**config.mk**
```make
export PLATFORM = sky130hd
export DESIGN_NAME = pid_controller_anti_windup
export DESIGN_NICKNAME = d
export VERILOG_FILES = /design/src/rtl/pidaw_pkg.sv /design/src/rtl/pidaw_div.sv /design/src/rtl/pid_controller_anti_windup.sv
export SDC_FILE = /design/constraint.sdc
export NUM_CORES = 2
export LEC_CHECK = 0
export BUFFER_PORTS_ARGS = -buffer_cell sky130_fd_sc_hd__buf_2
export CORE_MARGIN = 3
export CORE_UTILIZATION = 40
export CTS_CLUSTER_SIZE = 28
export DETAILED_ROUTE_END_ITERATION = 8
export PLACE_DENSITY = 0.57
export RECOVER_POWER = 25
export SETUP_SLACK_MARGIN = 0.5
export SYNTH_ARGS = -nofsm -noshare
export SYNTH_HDL_FRONTEND = slang
export SYNTH_SLANG_ARGS = --single-unit
```
**constraint.sdc**
```tcl
create_clock -name clock -period 32.5 [get_ports clock]
set_input_delay 1.625 -clock clock [delete_from_list [all_inputs] [get_ports clock]]
set_output_delay 1.625 -clock clock [all_outputs]
set_load 0.03 [all_outputs]
```
**src/rtl/pidaw_pkg.sv**
```systemverilog
// Shared types and constants for the PID controller with anti-windup.
`timescale 1ns / 1ps
package pidaw_pkg;

   localparam int FracBitsDefault = 16;
   localparam int DataWidth       = 32;
   localparam int IntegWidth      = 48;
   localparam int CsrIndexWidth   = 3;

   // Register indexes
   localparam logic [CsrIndexWidth-1:0] CsrPropGain   = 3'd0;
   localparam logic [CsrIndexWidth-1:0] CsrIntegGain  = 3'd1;
   localparam logic [CsrIndexWidth-1:0] CsrDerivGain  = 3'd2;
   localparam logic [CsrIndexWidth-1:0] CsrOutLow     = 3'd3;
   localparam logic [CsrIndexWidth-1:0] CsrOutHigh    = 3'd4;
   localparam logic [CsrIndexWidth-1:0] CsrWindup     = 3'd5;

   // Request kinds
   localparam logic ReqStep    = 1'b0;
   localparam logic ReqRestart = 1'b1;

   typedef enum logic [3:0] {
      ST_IDLE,
      ST_DIV,
      ST_ERRDT,
      ST_INTEG,
      ST_PROP,
      ST_DERIV,
      ST_SUM,
      ST_OUT
   } state_type;

   // Divider start/finish handshake
   typedef struct packed {
      logic start;
   } div_ctrl_type;

   typedef struct packed {
      logic busy;
      logic done;
   } div_stat_type;

endpackage

```
**src/rtl/pidaw_div.sv**
```systemverilog
// Restoring divider, one quotient bit per cycle, unsigned.
`timescale 1ns / 1ps
module pidaw_div
   import pidaw_pkg::*;
#(
   parameter int NumWidth = 48,
   parameter int DenWidth = 32
) (
   input  logic                clock,
   input  logic                reset,
   input  div_ctrl_type        ctrl,
   input  logic [NumWidth-1:0] numer,
   input  logic [DenWidth-1:0] denom,
   output div_stat_type        stat,
   output logic [NumWidth-1:0] quot
);
   localparam int CntWidth = $clog2(NumWidth + 1);

   logic [NumWidth-1:0] quot_ff, quot_in;
   logic [DenWidth:0]   rem_ff, rem_in;
   logic [DenWidth-1:0] den_ff, den_in;
   logic [CntWidth-1:0] cnt_ff, cnt_in;
   logic                busy_ff, busy_in;
   logic                done_ff, done_in;
   logic [DenWidth:0]   trial;
   logic [DenWidth:0]   diff;

   // One shift-subtract step
   always_comb begin
      trial = {rem_ff[DenWidth-1:0], quot_ff[NumWidth-1]};
      diff  = trial - {1'b0, den_ff};
      quot_in = quot_ff;
      rem_in  = rem_ff;
      den_in  = den_ff;
      cnt_in  = cnt_ff;
      busy_in = busy_ff;
      done_in = 1'b0;
      if (ctrl.start) begin
         quot_in = numer;
         rem_in  = '0;
         den_in  = denom;
         cnt_in  = CntWidth'(NumWidth);
         busy_in = 1'b1;
      end else if (busy_ff) begin
         if (!diff[DenWidth]) begin
            rem_in  = diff;
            quot_in = {quot_ff[NumWidth-2:0], 1'b1};
         end else begin
            rem_in  = trial;
            quot_in = {quot_ff[NumWidth-2:0], 1'b0};
         end
         cnt_in = cnt_ff - 1'b1;
         if (cnt_ff == CntWidth'(1)) begin
            busy_in = 1'b0;
            done_in = 1'b1;
         end
      end
   end

   always_ff @(posedge clock) begin
      if (reset) begin
         busy_ff <= 1'b0;
         done_ff <= 1'b0;
         cnt_ff  <= '0;
      end else begin
         busy_ff <= busy_in;
         done_ff <= done_in;
         cnt_ff  <= cnt_in;
      end
      quot_ff <= quot_in;
      rem_ff  <= rem_in;
      den_ff  <= den_in;
   end

   assign stat.busy = busy_ff;
   assign stat.done = done_ff;
   assign quot      = quot_ff;
endmodule

```
**src/rtl/pid_controller_anti_windup.sv**
```systemverilog
// Top level: PID step with derivative on measurement and optional anti-windup clamp.
//
//  channel | direction | contents
//  req     | in        | tuser: req_type; tdata: measurement[31:0], target[63:32],
//          |           |   time_step[95:64]
//  rsp     | out       | tdata: drive[31:0], dt_fault[32], zeros above
//  csr     | in        | write enable, index, 32-bit data
//
// A control step runs the divider start, the bit-serial division and the done strobe,
// then the states ERRDT, INTEG, PROP, DERIV, SUM and OUT for the shared multiplier and
// summing. A zero time step skips the divider. A restart has its result valid the cycle
// after its transfer. Reset is synchronous and clears configuration, state, integrator and
// previous measurement, not the datapath registers. req_tready is low while an item is at
// work or its result waits in the output register.
`timescale 1ns / 1ps
module pid_controller_anti_windup
   import pidaw_pkg::*;
#(
   parameter int FRAC_BITS = FracBitsDefault
) (
   input  logic                     clock,
   input  logic                     reset,
   input  logic                     req_tvalid,
   output logic                     req_tready,
   input  logic [95:0]              req_tdata,   // measurement, target, time_step
   input  logic                     req_tuser,   // req_type
   output logic                     rsp_tvalid,
   input  logic                     rsp_tready,
   output logic [39:0]              rsp_tdata,   // drive, dt_fault, zero fill
   input  logic                     csr_wr_en,
   input  logic [CsrIndexWidth-1:0] csr_index,
   input  logic [DataWidth-1:0]     csr_wdata
);
   localparam int NumWidth = DataWidth + 1 + FRAC_BITS;
   localparam int ProdWidth = 2 * DataWidth + 2;

   // Configuration registers
   logic signed [31:0] prop_gain_ff, integ_gain_ff, deriv_gain_ff, out_low_ff, out_high_ff;
   logic               windup_ff;

   always_ff @(posedge clock) begin
      if (reset) begin
         prop_gain_ff  <= '0;
         integ_gain_ff <= '0;
         deriv_gain_ff <= '0;
         out_low_ff    <= '0;
         out_high_ff   <= '0;
         windup_ff     <= 1'b0;
      end else if (csr_wr_en) begin
         case (csr_index)
            CsrPropGain:  prop_gain_ff  <= csr_wdata;
            CsrIntegGain: integ_gain_ff <= csr_wdata;
            CsrDerivGain: deriv_gain_ff <= csr_wdata;
            CsrOutLow:    out_low_ff    <= csr_wdata;
            CsrOutHigh:   out_high_ff   <= csr_wdata;
            CsrWindup:    windup_ff     <= csr_wdata[0];
            default: ;
         endcase
      end
   end

   // Sequencer and datapath registers
   state_type state_ff, state_in;
   logic signed [32:0] err_ff;          // target - measurement
   logic signed [32:0] diff_ff;         // measurement - prev
   logic [31:0]        dt_ff;
   logic               fault_ff;
   logic signed [31:0] prev_ff;
   logic signed [47:0] integ_ff;
   logic signed [32:0] opa_ff;          // shared multiplier operands (opb may be dt)
   logic signed [31:0] opb_ff;
   logic               opb_uns_ff;
   logic signed [31:0] rate_ff, errdt_ff;
   logic signed [49:0] pterm_ff;
   logic signed [49:0] acc_ff;
   logic               rsp_valid_ff;
   logic [31:0]        drive_ff;
   logic               dfault_ff;
   logic               div_go_ff;
   logic [31:0]        req_meas_ff;

   // Shared multiplier: magnitudes, Q shift, sign restore
   logic [32:0]        mag_a, mag_b;
   logic [65:0]        mprod;
   logic [65:0]        mshift;
   logic signed [ProdWidth-1:0] mres;
   logic               mneg;
   always_comb begin
      mag_a = opa_ff[32] ? 33'(-opa_ff) : 33'(opa_ff);
      if (opb_uns_ff)
         mag_b = {1'b0, opb_ff};
      else
         mag_b = opb_ff[31] ? 33'(-{opb_ff[31], opb_ff}) : {1'b0, opb_ff};
      mneg   = opa_ff[32] ^ (opb_ff[31] & !opb_uns_ff);
      mprod  = 66'(mag_a * mag_b);
      mshift = mprod >> FRAC_BITS;
      mres   = mneg ? -$signed(mshift) : $signed(mshift);
   end

   // Divider for |diff| << FRAC_BITS / dt
   div_ctrl_type       dctrl;
   div_stat_type       dstat;
   logic [NumWidth-1:0] dnum, dquot;
   logic [32:0]        dmag;
   assign dmag = diff_ff[32] ? 33'(-diff_ff) : 33'(diff_ff);
   assign dnum = NumWidth'(dmag) << FRAC_BITS;
   assign dctrl.start = (state_ff == ST_DIV) && !dstat.busy && !dstat.done && !fault_ff
                        && !div_go_ff;

   pidaw_div #(.NumWidth(NumWidth), .DenWidth(DataWidth)) u_div (
      .clock (clock),
      .reset (reset),
      .ctrl  (dctrl),
      .numer (dnum),
      .denom (dt_ff),
      .stat  (dstat),
      .quot  (dquot)
   );

   function automatic logic signed [31:0] sat32(input logic signed [63:0] x);
      if (x > 64'sh7FFFFFFF) return 32'sh7FFFFFFF;
      else if (x < -64'sh80000000) return 32'sh80000000;
      else return x[31:0];
   endfunction

   // Signed rate from quotient, saturated to 32 bits
   logic signed [31:0] rate_val;
   always_comb begin
      if (dquot > NumWidth'(32'h7FFFFFFF))
         rate_val = diff_ff[32] ? 32'sh80000000 : 32'sh7FFFFFFF;
      else
         rate_val = diff_ff[32] ? -$signed(dquot[31:0]) : $signed(dquot[31:0]);
   end

   // Clamps
   logic signed [49:0] lo_ext, hi_ext;
   assign lo_ext = 50'(out_low_ff);
   assign hi_ext = 50'(out_high_ff);
   function automatic logic signed [49:0] clampv(input logic signed [49:0] x,
         input logic signed [49:0] lo, input logic signed [49:0] hi);
      logic signed [49:0] y;
      y = (x > hi) ? hi : x;
      return (y < lo) ? lo : y;
   endfunction

   logic signed [49:0] isum_next;
   logic signed [49:0] ival, outv;
   always_comb begin
      isum_next = 50'(integ_ff) + 50'(mres);
      ival = windup_ff ? clampv(50'(integ_ff), lo_ext, hi_ext) : 50'(integ_ff);
      outv = windup_ff ? clampv(acc_ff, lo_ext, hi_ext) : acc_ff;
   end

   // Next state
   logic req_fire, rsp_fire;
   assign req_fire = req_tvalid && req_tready;
   assign rsp_fire = rsp_tvalid && rsp_tready;
   assign req_tready = (state_ff == ST_IDLE) && !rsp_valid_ff;

   always_comb begin
      state_in = state_ff;
      case (state_ff)
         ST_IDLE:  if (req_fire && req_tuser == ReqStep) state_in = ST_DIV;
         ST_DIV:   if (fault_ff || dstat.done) state_in = ST_ERRDT;
         ST_ERRDT: state_in = ST_INTEG;
         ST_INTEG: state_in = ST_PROP;
         ST_PROP:  state_in = ST_DERIV;
         ST_DERIV: state_in = ST_SUM;
         ST_SUM:   state_in = ST_OUT;
         ST_OUT:   state_in = ST_IDLE;
         default:  state_in = ST_IDLE;
      endcase
   end

   always_ff @(posedge clock) begin
      if (reset) begin
         state_ff     <= ST_IDLE;
         rsp_valid_ff <= 1'b0;
         prev_ff      <= '0;
         integ_ff     <= '0;
         div_go_ff    <= 1'b0;
      end else begin
         state_ff  <= state_in;
         div_go_ff <= dctrl.start ? 1'b1 : (state_ff == ST_DIV ? div_go_ff : 1'b0);
         if (rsp_fire) rsp_valid_ff <= 1'b0;
         if (req_fire && req_tuser == ReqRestart) begin
            prev_ff      <= '0;
            integ_ff     <= '0;
            rsp_valid_ff <= 1'b1;
         end
         if (state_ff == ST_ERRDT) prev_ff <= $signed(req_meas_ff);
         if (state_ff == ST_PROP) begin
            if (isum_next > 50'sh7FFFFFFFFFFF) integ_ff <= 48'sh7FFFFFFFFFFF;
            else if (isum_next < -50'sh800000000000) integ_ff <= 48'sh800000000000;
            else integ_ff <= isum_next[47:0];
         end
         if (state_ff == ST_OUT) rsp_valid_ff <= 1'b1;
      end
   end

   // Datapath operand steering per state
   always_ff @(posedge clock) begin
      if (req_fire) begin
         req_meas_ff <= req_tdata[31:0];
         err_ff   <= 33'($signed(req_tdata[63:32])) - 33'($signed(req_tdata[31:0]));
         diff_ff  <= 33'($signed(req_tdata[31:0])) - 33'(prev_ff);
         dt_ff    <= req_tdata[95:64];
         fault_ff <= (req_tdata[95:64] == '0);
         drive_ff  <= '0;
         dfault_ff <= 1'b0;
      end
      case (state_ff)
         ST_DIV: begin
            rate_ff <= fault_ff ? '0 : rate_val;
            // full 33-bit error times unsigned dt
            opa_ff     <= err_ff;
            opb_ff     <= dt_ff;
            opb_uns_ff <= 1'b1;
         end
         ST_ERRDT: begin
            errdt_ff   <= sat32(64'(mres));
            opb_uns_ff <= 1'b0;
         end
         ST_INTEG: begin
            opa_ff <= 33'(integ_gain_ff);
            opb_ff <= errdt_ff;
         end
         ST_PROP: begin
            opa_ff <= err_ff;
            opb_ff <= prop_gain_ff;
         end
         ST_DERIV: begin
            pterm_ff <= 50'(mres);
            opa_ff   <= 33'(deriv_gain_ff);
            opb_ff   <= rate_ff;
         end
         ST_SUM: begin
            acc_ff <= pterm_ff + ival - 50'(mres);
         end
         ST_OUT: begin
            drive_ff  <= sat32(64'(outv));
            dfault_ff <= fault_ff;
         end
         default: ;
      endcase
   end

   assign rsp_tvalid = rsp_valid_ff;
   assign rsp_tdata  = {7'b0, dfault_ff, drive_ff};

`ifndef NO_ASSERTIONS
   // No new request while a result waits
   a_no_accept_while_pending: assert property (@(posedge clock) disable iff (reset)
      rsp_valid_ff |-> !req_tready)
      else $error("request accepted while result pending");
   // A held result stays until taken
   a_rsp_hold: assert property (@(posedge clock) disable iff (reset)
      rsp_tvalid && !rsp_tready |=> rsp_tvalid && $stable(rsp_tdata))
      else $error("result dropped before transfer");
   // A zero time step never starts the divider
   a_fault_no_div: assert property (@(posedge clock) disable iff (reset)
      dctrl.start |-> !fault_ff)
      else $error("divider started on zero time step");
`endif
endmodule
```
; Word-level counts from Yosys, hierarchy flattened
; Cells that the tools add are included.
[classes]
addsub = 12
magnitude_cmp = 11
eq_ne = 16
mul = 1
div = 0
bitwise = 4
reduce_logical = 37
muxes = 48
n_shift = 0
[ops]
columns = operator, n
row1 = $mux 32, 11
row2 = $mux 50, 6
row3 = $mux 48, 4
row4 = $mux 33, 4
row5 = $pmux 32 s4, 1
row6 = $lt 50x32->1, 2
row7 = $neg 33->33, 3
row8 = $pmux 33 s3, 1
row9 = $mux 49, 2
row10 = $mul 33x33->66, 1
row11 = $sub 32x32->33, 2
row12 = $gt 64x32->1 const B, 1
row13 = $lt 64x32->1 const B, 1
row14 = $mux 64, 1
row15 = $neg 50->64, 1
row16 = $add 48x50->50, 1
row17 = $add 50x50->50, 1
row18 = $gt 50x32->1, 1
row19 = $gt 50x32->1 const B, 1
row20 = $gt 50x48->1 const B, 1
row21 = $lt 50x32->1 const B, 1
row22 = $lt 50x48->1 const B, 1
row23 = $sub 50x50->50, 1
row24 = $gt 49x31->1 const B, 1
row25 = 33 further kinds, 79
[totals]
latch_bits = 0
reg_bits = 762
n_memories = 0
mem_bits_ro = 0
ram_bits = 0

; Longest topological paths before layout
[depth]
ltp_word = 11
depth_mapped = 63
depth_no_buf = 60

; Hierarchy
; From an unflattened synthesis, not the netlist that was laid out.
[hier_totals]
hier_cells = 9642
area_unflattened_um2 = 85697.2
[modules_own_cells]
columns = module, area_per_inst_um2, cells_each, seq_area_each_um2, n_inst
row1 = pid_controller_anti_windup, 78855.6, 8980, 16756.1, 1
row2 = pidaw_div, 6841.6, 662, 3233.1, 1

; Worst setup path before layout
; No wires, ideal clock.
[synth_timing]
path_type = reg-to-reg
start = reg opb_ff[0]
end = reg acc_ff[48] (data pin)
synth_period_minus_slack_ns = 14.106
setup_time_ns = 0.258
path_stages_with_launch = 50
required_time_ns = 32.242
path_slack_ns = 18.394
arrival_time_ns = 13.848
n_path_buf = 2
path_cell_list = edfxtp_1 inv_1 clkbuf_1 ha_1 nand2b_1 nor4_1 nand2b_1 nor4_1 nor2b_1 nand2_1 nor4_1 a21oi_1 xnor2_1 clkbuf_1 nand2_1 fa_1 fa_1 inv_1 [14 not listed] nor3_1 or4_1 or4_1 o21ai_0 xor2_1 fa_1 ha_1 a21o_1 a21oi_1 o311a_1 o41ai_1 a2111oi_0 o31ai_1 o41a_1 a2111o_1 a31o_2 a21oi_1 xnor2_1
[synth_via]
elab_chain_len = 7
[synth_lines]
columns = item, line_no
row1 = from (decl), pid_controller_anti_windup.sv:71  ; logic signed [31:0] opb_ff;
row2 = from (signal assigned), pid_controller_anti_windup.sv:217  ; opb_ff <= dt_ff;
row3 = from (signal assigned), pid_controller_anti_windup.sv:226  ; opb_ff <= errdt_ff;
row4 = from (signal assigned), pid_controller_anti_windup.sv:230  ; opb_ff <= prop_gain_ff;
row5 = $neg 33->33, pid_controller_anti_windup.sv:93  ; mag_b = opb_ff[31] ? 33'(-{opb_ff[31], opb_ff}) : {1'b0, opb_ff};
row6 = $mux 33, pid_controller_anti_windup.sv:93
row7 = $mux 33 (*), pid_controller_anti_windup.sv:90  ; if (opb_uns_ff)
row8 = $mul 33x33->66 (*), pid_controller_anti_windup.sv:95  ; mprod = 66'(mag_a * mag_b);
row9 = $neg 50->64, pid_controller_anti_windup.sv:97  ; mres = mneg ? -$signed(mshift) : $signed(mshift);
row10 = $mux 64 (*), pid_controller_anti_windup.sv:97
row11 = $sub 50x50->50 (*), pid_controller_anti_windup.sv:238  ; acc_ff <= pterm_ff + ival - 50'(mres);
row12 = to (signal assigned), pid_controller_anti_windup.sv:238
row13 = to (decl), pid_controller_anti_windup.sv:75  ; logic signed [49:0] acc_ff;
; Mark *: on every way between the ends. The rest lies on a longest branch, timed or not.
; A chain may end at the register's enable or synchronous reset.

; Worst setup path after layout
[layout_timing]
start = reg opb_ff[0]
end = reg integ_ff[21]
[layout_via]
elab_chain_len = 11
word_cells_on_any_way = 12
classes_between = add/sub (3) / mul (1) / order compare (2) / mux (6)
[layout_lines]
columns = item, line_no
row1 = $neg 33->33, pid_controller_anti_windup.sv:93
row2 = $mux 33, pid_controller_anti_windup.sv:93
row3 = $mux 33 (*), pid_controller_anti_windup.sv:90
row4 = $mul 33x33->66 (*), pid_controller_anti_windup.sv:95
row5 = $neg 50->64, pid_controller_anti_windup.sv:97
row6 = $mux 64 (*), pid_controller_anti_windup.sv:97
row7 = named net mres[20], pid_controller_anti_windup.sv:86  ; logic signed [ProdWidth-1:0] mres;
row8 = $add 48x50->50 (*), pid_controller_anti_windup.sv:149  ; isum_next = 50'(integ_ff) + 50'(mres);
row9 = $lt 50x48->1, pid_controller_anti_windup.sv:194  ; else if (isum_next < -50'sh800000000000) integ_ff <= 48'sh800000000000;
row10 = $mux 48, pid_controller_anti_windup.sv:194
row11 = $mux 48 (*), pid_controller_anti_windup.sv:193  ; if (isum_next > 50'sh7FFFFFFFFFFF) integ_ff <= 48'sh7FFFFFFFFFFF;
row12 = $mux 48 (*), pid_controller_anti_windup.sv:192  ; if (state_ff == ST_PROP) begin
row13 = to (signal assigned), pid_controller_anti_windup.sv:195  ; else integ_ff <= isum_next[47:0];
row14 = to (decl), pid_controller_anti_windup.sv:69  ; logic signed [47:0] integ_ff;
; The timed path passes the listed nets; every way through them passes the cells marked *.

==> results.md <==
Floorplan:
- The placeable core region is 208,300 sq um.
- The die covers roughly 220,000 sq um.
- The chip width is 465.1 um.
- The floorplan has about 170 rows.
- The count of pins on the block boundary is about 180.
- The effective utilization at floorplan is approximately two fifths.
- The die height is 465.1 um.

Setup path:
- The most numerous cell on the critical path is fa_1.
- The maximum fanout along the worst path is 25.
- The worst stage delay on the critical path is about 610 ps.
- The critical path in this run is classified as flop to flop.
- The number of cells on the worst reg-to-reg path is 52.
- The critical path ends at integ_ff[21].
- STA puts the critical path data required time at 33,110 ps.
- The worst register-to-register path ends at integ_ff[21].
- The worst setup path is launched from a flop.
- The flop-to-flop setup slack is 15,790 ps.
- The worst path arrival time is 17,320 ps.
- The slowest library cell on the worst path is fa_1.
- The most critical setup path has its startpoint at opb_ff[0].
- The nature of the critical path endpoint is a flop.
- The worst register-to-register path begins at opb_ff[0].

Yosys:
- After synthesis, the most frequently instantiated cells are 1,360 x nand2_1, 1,349 x inv_1, 1,010 x fa_1, 983 x nor2_1, 663 x ha_1.
- Ranked by total cell area, the synthesized netlist is headed by fa_1 24%, edfxtp_1 16%, ha_1 9.8%.
- Among all cell types in the netlist, the one instantiated most often is nand2_1.
- The number of enable flip-flop cells after synthesis is 459.
- For this run, the leading register cell type out of synthesis is edfxtp_1.
- The share of the Yosys chip area taken by registers is 23.52%.
- The Yosys step of the flow raised 0 warnings.
- The register bit total from synthesis is 761.
- In this run the mean area of a mapped cell was just under 9 sq um.
- The fraction of synthesis flops using an asynchronous set or reset pin is 0%.
- The post-synth design cell area is between 80,000 and 90,000 sq um.
- Counting every instance in the synthesized netlist gives 9,540.
- In this run, distinct cell masters in the synthesized netlist total 114.
- Of all cell types, the one taking the most synthesized area is fa_1.
- The fraction of post-synthesis cell area in the top cell type by area is 23.98%.

STA:
- The worst path needs 16,710 ps of the cycle, external delays included.
- In the final timing run, aggregate negative setup slack is 0 ps.
- For the pin with the worst max-slew slack, the measured transition is 3780 ps.
- Setup violations remaining at the end of the flow were counted as 0.
- Setup repair after global routing left no endpoint under its margin.
- After layout, the worst path uses 51.43% of the clock period.
- In this run the tightest slew margin relative to its limit is -152.0%.
- The maximum clock frequency is approximately 60 MHz.
- The max-slew violation count came to 408.
- The hold violation total from the final report came to 0.
- The worst clock skew is approximately 100 ps.

Global routing:
- The via count of the first global-routing pass was 70,190.
- Entering global routing, the biggest net connects 107 pins.
- Global routing finished with a remaining overflow of 0.
- The number of antenna violations at the first check in global routing is 26.
- Global routing used 27.36% of the available tracks.
- The first-pass GRT wire length is between 400,000 and 500,000 um.

Hold path:
- The path class of the tightest hold or removal check is flop to flop.

Flow run:
- The tool flagged a number of max-cap violations equal to 9.

CTS:
- The number of buffers inserted by post-CTS setup repair is 0.
- Buffers inserted to repair hold after CTS numbered 0.
- TritonCTS built the clock tree.
- After clock tree synthesis, the clock-pin slew on the worst setup and hold paths is approximately 60 ps.
- In this run, post-CTS repair resized a total of 0 instances.
- No sink is reached through more buffers than the 3 on the longest clock path.
- The worst-skew pair later-pin latency is 770 ps.
- The number of buffers created by CTS is between 90 and 100.
- The root buffer cell chosen for the clock tree is clkbuf_16.
- In this run the number of H-tree levels came out at 3.
- For this design, the sink count on the clock tree is 761.

Detailed routing:
- The number of design rule violations left after detail routing is 0.
- Before antenna repair, the detailed router went through 6 iterations.
- In the final routed layout, each cell accounts on average for 23.69 um.
- In this run, the number of DRC markers left after iteration 0 of detailed routing was around 6,200.
- The detailed-route vias per instance is 5.512.
- The total detailed-routing wirelength is 295,600 um.
- Across all layers, the routed design uses between 60,000 and 70,000 vias.
- The count of nets left with antenna violations once routing finished came out at 0.

Finish:
- Cells with a size suffix above 1 make up 6.915% of the layout.
- In the final design database the tool counted between 10,000 and 15,000 nets.
- From synthesis to final layout, the design area changed by 9.414%.
- The number of non-filler instances in the completed layout is 12,480.

Placed design:
- The final HPWL from detailed placement is 235,600 um.
- The number of placed instances, taps included, is 12,280.
- The routability congestion estimate from global placement is 0.9722.
- Port buffering added 171 buffers.

Status:
- The checks that failed: capacitance limit, slew limit.
- The run finished, with violations left.
-- cell type report --
cell class                      count  area, sq um
Clock inverter                     42        528.0
Multi-Input combinational cell   7014        58340
Fill cell                       20440       116100
Tap cell                         2788         3488
Clock buffer                      136         2715
Antenna cell                       15        37.54
Timing Repair Buffer              367         2228
Inverter                         1354         5086
Sequential cell                   761        19830
-- layer usage --
layer  part of all wire, %  track usage, %
met1                    43           36.90
met2                    44           42.61
met3                   8.1           5.598
met4                   5.1           11.93
met5                 0.034               0
-- layout by cell type (no fill, tap or decap), types with 65 or more instances in the layout --
cell type  synthesis  final
a22oi_1           67     67
buf_4              8    188
xor2_1           178    159
buf_2             11    108
a211oi_1          65     65
nor3_1           104    101
a31oi_1          100    100
inv_1           1349   1348
o21a_1            86     86
clkbuf_1         406     96
ha_1             663    663
edfxtp_1         459    459
a21o_1           181    181
nor2b_1           70     70
fa_1            1010   1010
o21ai_0          371    369
dfxtp_1          302    301
clkbuf_16          0     98
nand3_1           75     74
xnor2_1          231    196
nand2_1         1360   1360
a21oi_1          514    514
nor2_1           983    972
-- worst min-delay path by stage --
stage / from / to / slack [ps] / cells after the start
global route: prop_gain_ff[3] / prop_gain_ff[3] / 470 / 2
detailed placement: integ_gain_ff[1] / integ_gain_ff[1] / 450 / 2
floorplan: deriv_gain_ff[0] / deriv_gain_ff[0] / 440 / 2
finish: deriv_gain_ff[20] / deriv_gain_ff[20] / 450 / 2
global placement: deriv_gain_ff[2] / deriv_gain_ff[2] / 440 / 2
CTS: deriv_gain_ff[20] / deriv_gain_ff[20] / 460 / 2
-- state kept, by name, summed over array words and instances (netlist names), 33 cells and up --
name,count
acc_ff,50
opa_ff,33
pterm_ff,50
u_div.quot,49
err_ff,33
diff_ff,33
integ_ff,48
-- critical path, delay by kind of cell (launching register included) --
| kind | cells | cell delay [ps] |
|---|---|---|
| xor gates and xnor gates | 4 | 1360 |
| adders and majority gates | 11 | 5330 |
| buffers and inverters | 7 | 1450 |
| and+or+nand+nor | 18 | 4740 |
| DFF | 1 | 570 |
| AOI/OAI and AO/OA | 12 | 3100 |
-- per-stage QoR --
| step | hold WS [ps] | setup slack, ps | area, sq um | utilization, % |
|---|---|---|---|---|
| floorplan | 436.0 | 18390 | 84460 | - |
| global placement | 440.5 | 16330 | 89100 | 42.77 |
| detailed placement | 447.0 | 16060 | 89100 | 42.77 |
| CTS | 455.1 | 15970 | 92340 | 44.33 |
| global route | 469.2 | 14800 | 92230 | 44.27 |
| finish | 453.1 | 15790 | 92260 | 44.29 |
-- cells by family (layout without fill, tap and decap cells) --
logic type               Yosys count  count (layout)  synth area share (%)
AND/OR/NAND/NOR                 2992            2992                 15.26
other                              2              55              0.008907
flip-flops                       761             761                 23.52
AO/OA/AOI/OAI                   1798            1798                 13.65
buffers and inverters           1803            1899                 8.142
adder cells (fa/ha/maj)         1673            1673                 33.82
XOR/XNOR                         412             412                 4.330
multiplexers                      99              99                 1.279
Power is left out: the tool's default activity adds up to more than one toggle a clock period on the data nets, which glitch-free logic cannot reach.
